`config.mk`:
```
export PLATFORM = sky130hd
export DESIGN_NAME = circular_deque_core
export DESIGN_NICKNAME = d
export VERILOG_FILES = /design/src/hdl/cdq_pkg.sv /design/src/hdl/cdq_ram.sv /design/src/hdl/circular_deque_core.sv
export SDC_FILE = /design/constraint.sdc
export NUM_CORES = 1
export LEC_CHECK = 0
export BUFFER_PORTS_ARGS = -buffer_cell sky130_fd_sc_hd__buf_2
export CAP_MARGIN = 10
export CORE_MARGIN = 3
export CORE_UTILIZATION = 30
export DETAILED_ROUTE_END_ITERATION = 16
export PLACE_DENSITY = 0.48
export SLEW_MARGIN = 20
export SYNTH_ARGS = -nofsm -noshare
export SYNTH_HDL_FRONTEND = slang
export SYNTH_SLANG_ARGS = --single-unit
```
`constraint.sdc`:
```
create_clock -name clk -period 5.1 [get_ports clk]
set_input_delay 1.02 -clock clk [delete_from_list [all_inputs] [get_ports clk]]
set_output_delay 1.02 -clock clk [all_outputs]
set_load 0.1 [all_outputs]
```
`src/hdl/cdq_pkg.sv`:
```
`default_nettype none
// ---------------------------------------------------------------------------
// cdq_pkg
// Command codes and item types shared by the circular deque core.
// ---------------------------------------------------------------------------
package cdq_pkg;

  localparam logic [2:0] CMD_PUSH_FRONT = 3'd0;
  localparam logic [2:0] CMD_PUSH_BACK  = 3'd1;
  localparam logic [2:0] CMD_POP_FRONT  = 3'd2;
  localparam logic [2:0] CMD_POP_BACK   = 3'd3;
  localparam logic [2:0] CMD_NONE       = 3'd4;

  localparam int WORD_W = 32;
  localparam logic signed [WORD_W-1:0] NONE_WORD = -32'sd1;

  typedef struct packed {
    logic [2:0]               command;
    logic signed [WORD_W-1:0] data_in;
  } cmd_item_t;

  typedef struct packed {
    logic                     ok;
    logic signed [WORD_W-1:0] popped_value;
    logic signed [WORD_W-1:0] front_value;
    logic signed [WORD_W-1:0] back_value;
    logic                     is_empty;
    logic                     is_full;
  } res_item_t;

endpackage : cdq_pkg
`default_nettype wire

```
`src/hdl/cdq_ram.sv`:
```
`default_nettype none
// ---------------------------------------------------------------------------
// cdq_ram
// Generic single-write, single-read RAM with registered read data.
// ---------------------------------------------------------------------------
module cdq_ram #(
  parameter int WIDTH = 32,
  parameter int DEPTH = 16,
  localparam int AW = (DEPTH > 1) ? $clog2(DEPTH) : 1
) (
  input  wire logic             clk,
  input  wire logic             we,
  input  wire logic [AW-1:0]    waddr,
  input  wire logic [WIDTH-1:0] wdata,
  input  wire logic             re,
  input  wire logic [AW-1:0]    raddr,
  output logic      [WIDTH-1:0] rdata
);

  logic [WIDTH-1:0] mem [DEPTH];

  always_ff @(posedge clk) begin
    if (we) begin
      mem[waddr] <= wdata;
    end
    if (re) begin
      rdata <= mem[raddr];
    end
  end

endmodule : cdq_ram
`default_nettype wire

```
`src/hdl/circular_deque_core.sv`:
```
`default_nettype none
// ---------------------------------------------------------------------------
// circular_deque_core
// Double-ended queue of signed 32-bit words in a circular RAM.
// ---------------------------------------------------------------------------
// The front and back words are cached in registers, so a push or query is
// accepted and its result is in the output register at the next edge. A
// successful pop passes through S_WAIT before its result is loaded, as the
// slot RAM has registered read data: the popped word comes from the cache,
// and the RAM read fetches the word that becomes the new front or back. The
// next item is taken while a result waits, as long as the output register
// is freed in that cycle. No clearing pass follows reset.
// ---------------------------------------------------------------------------
module circular_deque_core
  import cdq_pkg::*;
#(
  parameter int DEPTH = 16
) (
  input  wire logic      clk,
  input  wire logic      rst,
  input  wire logic      cmd_valid,
  output logic           cmd_ready,
  input  wire cmd_item_t cmd_item,
  output logic           res_valid,
  input  wire logic      res_ready,
  output res_item_t      res_item
);

  localparam int AW = $clog2(DEPTH);
  localparam int CW = $clog2(DEPTH + 1);
  localparam logic [AW-1:0] LAST = AW'(DEPTH - 1);
  localparam logic [CW-1:0] FULL_CNT = CW'(DEPTH);

  localparam logic S_IDLE = 1'b0;
  localparam logic S_WAIT = 1'b1;

  function automatic logic [AW-1:0] wrap_inc(input logic [AW-1:0] i);
    return (i == LAST) ? '0 : i + 1'b1;
  endfunction

  function automatic logic [AW-1:0] wrap_dec(input logic [AW-1:0] i);
    return (i == '0) ? LAST : i - 1'b1;
  endfunction

  logic                     state, state_next;
  logic [AW-1:0]            head, head_next;
  logic [AW-1:0]            tail, tail_next;
  logic [CW-1:0]            count, count_next;
  logic signed [WORD_W-1:0] front, front_next;
  logic signed [WORD_W-1:0] back, back_next;
  logic signed [WORD_W-1:0] pend_pop, pend_pop_next;
  logic                     pend_front, pend_front_next;
  res_item_t                res_next;
  logic                     res_load;

  logic                     go, full, empty, empty_next, pop_go;
  logic                     we, re;
  logic [AW-1:0]            waddr, raddr;
  logic [WORD_W-1:0]        rdata;

  assign cmd_ready = (state == S_IDLE) && (!res_valid || res_ready);
  assign go        = cmd_valid && cmd_ready;
  assign full      = (count == FULL_CNT);
  assign empty     = (count == '0);

  cdq_ram #(.WIDTH(WORD_W), .DEPTH(DEPTH)) u_slots (
    .clk   (clk),
    .we    (we),
    .waddr (waddr),
    .wdata (cmd_item.data_in),
    .re    (re),
    .raddr (raddr),
    .rdata (rdata)
  );

  always_comb begin
    state_next      = state;
    head_next       = head;
    tail_next       = tail;
    count_next      = count;
    front_next      = front;
    back_next       = back;
    pend_pop_next   = pend_pop;
    pend_front_next = pend_front;
    we              = 1'b0;
    waddr           = tail;
    re              = 1'b0;
    raddr           = wrap_inc(head);
    pop_go          = 1'b0;
    res_load        = 1'b0;
    res_next        = res_item;
    res_next.ok     = 1'b1;
    res_next.popped_value = NONE_WORD;

    if (state == S_IDLE) begin
      case (cmd_item.command)
        CMD_PUSH_FRONT: begin
          if (full) begin
            res_next.ok = 1'b0;
          end else begin
            we         = go;
            waddr      = wrap_dec(head);
            head_next  = wrap_dec(head);
            count_next = count + 1'b1;
            front_next = cmd_item.data_in;
            if (empty) begin
              back_next = cmd_item.data_in;
            end
          end
        end
        CMD_PUSH_BACK: begin
          if (full) begin
            res_next.ok = 1'b0;
          end else begin
            we         = go;
            waddr      = tail;
            tail_next  = wrap_inc(tail);
            count_next = count + 1'b1;
            back_next  = cmd_item.data_in;
            if (empty) begin
              front_next = cmd_item.data_in;
            end
          end
        end
        CMD_POP_FRONT: begin
          if (empty) begin
            res_next.ok = 1'b0;
          end else begin
            pop_go          = 1'b1;
            raddr           = wrap_inc(head);
            head_next       = wrap_inc(head);
            count_next      = count - 1'b1;
            pend_pop_next   = front;
            pend_front_next = 1'b1;
          end
        end
        CMD_POP_BACK: begin
          if (empty) begin
            res_next.ok = 1'b0;
          end else begin
            pop_go          = 1'b1;
            raddr           = wrap_dec(wrap_dec(tail));
            tail_next       = wrap_dec(tail);
            count_next      = count - 1'b1;
            pend_pop_next   = back;
            pend_front_next = 1'b0;
          end
        end
        default: begin
          res_next.ok = 1'b1;   // query; unused codes behave the same
        end
      endcase

      empty_next           = (count_next == '0);
      res_next.is_empty    = empty_next;
      res_next.is_full     = (count_next == FULL_CNT);
      res_next.front_value = empty_next ? NONE_WORD : front_next;
      res_next.back_value  = empty_next ? NONE_WORD : back_next;

      re = go && pop_go;
      if (go) begin
        if (pop_go) begin
          state_next = S_WAIT;
        end else begin
          res_load = 1'b1;
        end
      end else begin
        head_next  = head;
        tail_next  = tail;
        count_next = count;
        front_next = front;
        back_next  = back;
      end
    end else begin
      // read data now holds the word that becomes the new front or back
      empty_next = empty;
      if (pend_front) begin
        front_next = rdata;
      end else begin
        back_next = rdata;
      end
      res_next.ok           = 1'b1;
      res_next.popped_value = pend_pop;
      res_next.is_empty     = empty;
      res_next.is_full      = 1'b0;
      res_next.front_value  = empty ? NONE_WORD : front_next;
      res_next.back_value   = empty ? NONE_WORD : back_next;
      res_load              = 1'b1;
      state_next            = S_IDLE;
    end
  end

  always_ff @(posedge clk) begin
    if (rst) begin
      state     <= S_IDLE;
      head      <= '0;
      tail      <= '0;
      count     <= '0;
      res_valid <= 1'b0;
    end else begin
      state <= state_next;
      head  <= head_next;
      tail  <= tail_next;
      count <= count_next;
      if (res_load) begin
        res_valid <= 1'b1;
      end else if (res_ready) begin
        res_valid <= 1'b0;
      end
    end
  end

  always_ff @(posedge clk) begin
    front      <= front_next;
    back       <= back_next;
    pend_pop   <= pend_pop_next;
    pend_front <= pend_front_next;
    if (res_load) begin
      res_item <= res_next;
    end
  end

  // the output register is always free while a pop waits for its read
  a_wait_no_result: assert property (@(posedge clk) disable iff (rst)
    (state == S_WAIT) |-> !res_valid)
    else $error("result pending while pop read outstanding");

  a_count_range: assert property (@(posedge clk) disable iff (rst)
    count <= FULL_CNT)
    else $error("fill count beyond depth");

  a_pop_waits: assert property (@(posedge clk) disable iff (rst)
    (go && pop_go) |=> (state == S_WAIT) && (count == $past(count) - 1'b1))
    else $error("accepted pop did not enter read wait");

  a_flags_exclusive: assert property (@(posedge clk) disable iff (rst)
    res_valid |-> !(res_item.is_empty && res_item.is_full))
    else $error("result both empty and full");

endmodule : circular_deque_core
`default_nettype wire
```
==> run summary <==
Outcome: complete, no violations
Switching fraction of total power: 0.270
Postcts setup bufs: 0
Setup violations, final: 0
Area grow syn2layout: 17.6%
Critical Path AT: 4080 ps
Drt total wl: 81900 um
Setup total negative slack: 0 ps
Vias in the first global route: 16800
Clk pwr share: 0.384
Initial antenna violation count: 16
Hold Fails Final Rpt: 0
Worst hold path type: reg -> reg
Core footprint: 98700 um2
I/O pin total: 140
Most common cell after layout, fill and taps aside: edfxtp_1
CTS HTree Levels: 3
Die Wd: 322 um
Worst setup startpoint: count[0]$_SDFFE_PP0P_
Post-synthesis sequential area ratio: 0.752
Die Span Y: 322 um
Overall power: 15300 uW
Initial DRC Count: 1964
# fillers: 9261
Synthesized Nets: 1701
Post-CTS Hold Buffers: 0
Fin. max-slew vios: 0
Yosys warning count: 0
Max clock buf depth: 3
Fmax: 0.266 GHz
Worst-Margin Slew: 1030 ps
Worst skew pair latency: 650 ps
Drc violations: 0
TritonCTS clock tree: done
Drt wl/cell: 25.8 um
Tot GR Track Use: 0.158
Row count: 115
Root Driver: clkbuf_16
GP Congestion: 0.794
DR vias/cell: 5.18
Max-cap viol count: 0
IO Port Bufs: 139
Final ANT Viol Nets: 0
Fin util: 0.357
Sequential Power Share: 0.474
Most frequent cells in the layout: 740 x edfxtp_1, 140 x nand3_1, 139 x buf_2, 128 x mux4_2, 82 x clkbuf_16
Hpwl dp: 51000 um
Cell Int Power: 11100 uW
Area of the die: 104000 um2
Post-CTS sizing: 0
Post-synth ARST share: 0
R2R Path Start: count[0]$_SDFFE_PP0P_
Clock net sink count: 755
Startpoint class of the critical path: flip-flop
Non-filler cells, final: 3174
Leak pwr: 0.0114 uW
NetSw: 4130 uW
Pin count of the biggest net entering global routing: 66
Worst path required time: 5410 ps
Clk slew on worst S/H paths: 60 ps
Mapped Area: 29900 um2
EDFF count, synth: 740
Post-Route Skew: 27.8 ps
RSZ-0062 raised after global routing: no
Max FO, Critical Path: 32
Syn Area/Cell: 18.1 um2
Startpoint of the worst hold path: pend_pop[23]$_DFFE_PP_
Power per Cell Area: 433 nW/um2
Nets@finish: 1865
Vias: 16400
Period utilisation layout: 0.738
Fraction of layout cells with a size suffix above 1: 0.262
Synth Flop Type: edfxtp_1
Cell Count Post-Placement: 3020
Synthesis-stage register bit count: 755
VDD IR max: 0.243 mV
Initial Util: 0.303
Num CTS Buffers: 80
Crit path kind: reg -> reg
Netlist cell types: 63
Comb pwr share: 0.142
CP Capture Type: flip-flop
Max transition margin: 0.313
Global-route wire length before repair: 120000 um
Drt first pass iters: 9
Cells after Synth: 1651
Remaining Overflow, GRT: 0
Tmin final: 3760 ps
synth_stat cells, drive strengths merged, types with 32 or more instances:
library cell	instances	share of area
a222oi	60	0.020
buf	39	0.0067
clkbuf	68	0.0085
edfxtp	740	0.74
inv	75	0.0094
mux2	33	0.012
mux4	128	0.096
nand2	80	0.010
nand2b	43	0.0090
nand3	140	0.023
nand4	32	0.0067
nor2	40	0.0050
nor2b	33	0.0069
power by group through the flow:
stage	clock, uW	sequential, uW	combinational, uW
detailed placement	0	7360	2180
CTS	6010	7240	2190
global route	6270	7260	2290
finish	5850	7240	2170
global placement	0	7360	2170
floorplan	0	8030	866
path summary, 6_finish.rpt:
path | to | slack (ps) | cells past startpoint
worst min-delay path | res_item[89]$_SDFFCE_PN1P_ | 500 | 1
worst min register to register | res_item[89]$_SDFFCE_PN1P_ | 500 | 1
worst max register to register | u_slots.rdata[6]$_DFFE_PP_ | 1340 | 9
worst max-delay path | u_slots.rdata[6]$_DFFE_PP_ | 1340 | 9
per-layer routing:
metal  vias up  track usage  wire length [um]
li1       6982            -                 -
met1      8678        0.221             35800
met2       655        0.252             38900
met3       109       0.0335              5930
met4         6       0.0367              1240
met5         -            0                34
kinds of logic (layout without fill, tap and decap cells):
group / Yosys count / in the layout / synth area share
multiplexers: 175 / 175 / 0.113
buffers and inverters: 182 / 410 / 0.0246
XOR/XNOR: 7 / 7 / 0.00205
adder cells (fa/ha/maj): 11 / 11 / 0.00460
AND/OR/NAND/NOR: 401 / 401 / 0.0701
other: 0 / 8 / 0
AO/OA/AOI/OAI: 120 / 120 / 0.0328
flip-flops: 755 / 755 / 0.752
metrics by stage:
| step | cell area, um2 | setup WS (ps) | hold WS [ps] |
|---|---|---|---|
| after floorplan | 29900 | 523 | 477 |
| after global placement | 32600 | 909 | 491 |
| after detailed placement | 32600 | 857 | 488 |
| after CTS | 35200 | 1360 | 495 |
| after global routing | 35200 | 1160 | 521 |
| final | 35200 | 1340 | 498 |
state kept, by name, indices dropped and copies added, names as in the netlist:
signal and count:
back 32, u_slots.mem 512, u_slots.rdata 32, pend_pop 32
tail 4, res_valid 1, count 5, state 1
front 32, res_item 99, pend_front 1, head 4
cell type report:
cell class | instances | area (um2) | share of cell area
antenna | 8 | 20.0 | 0.000569
tap | 1287 | 1610 | 0.0457
inverter | 75 | 284 | 0.00807
timing repair buffer | 189 | 1250 | 0.0354
multi-input combinational | 714 | 6900 | 0.196
sequential | 755 | 22500 | 0.640
clock inverter | 38 | 462 | 0.0131
clock buffer | 108 | 2160 | 0.0613
worst max-delay path: stages (launching register included):
cell     delay [ps]
dfxtp_1         430
inv_1           110
ha_1            270
nor4b_4         170
nor3_4          530
mux2i_4         530
buf_12          330
mux4_2          560
nand3_1         240
nand4_1         230
No activity file was read; power rests on OpenSTA's default activity.
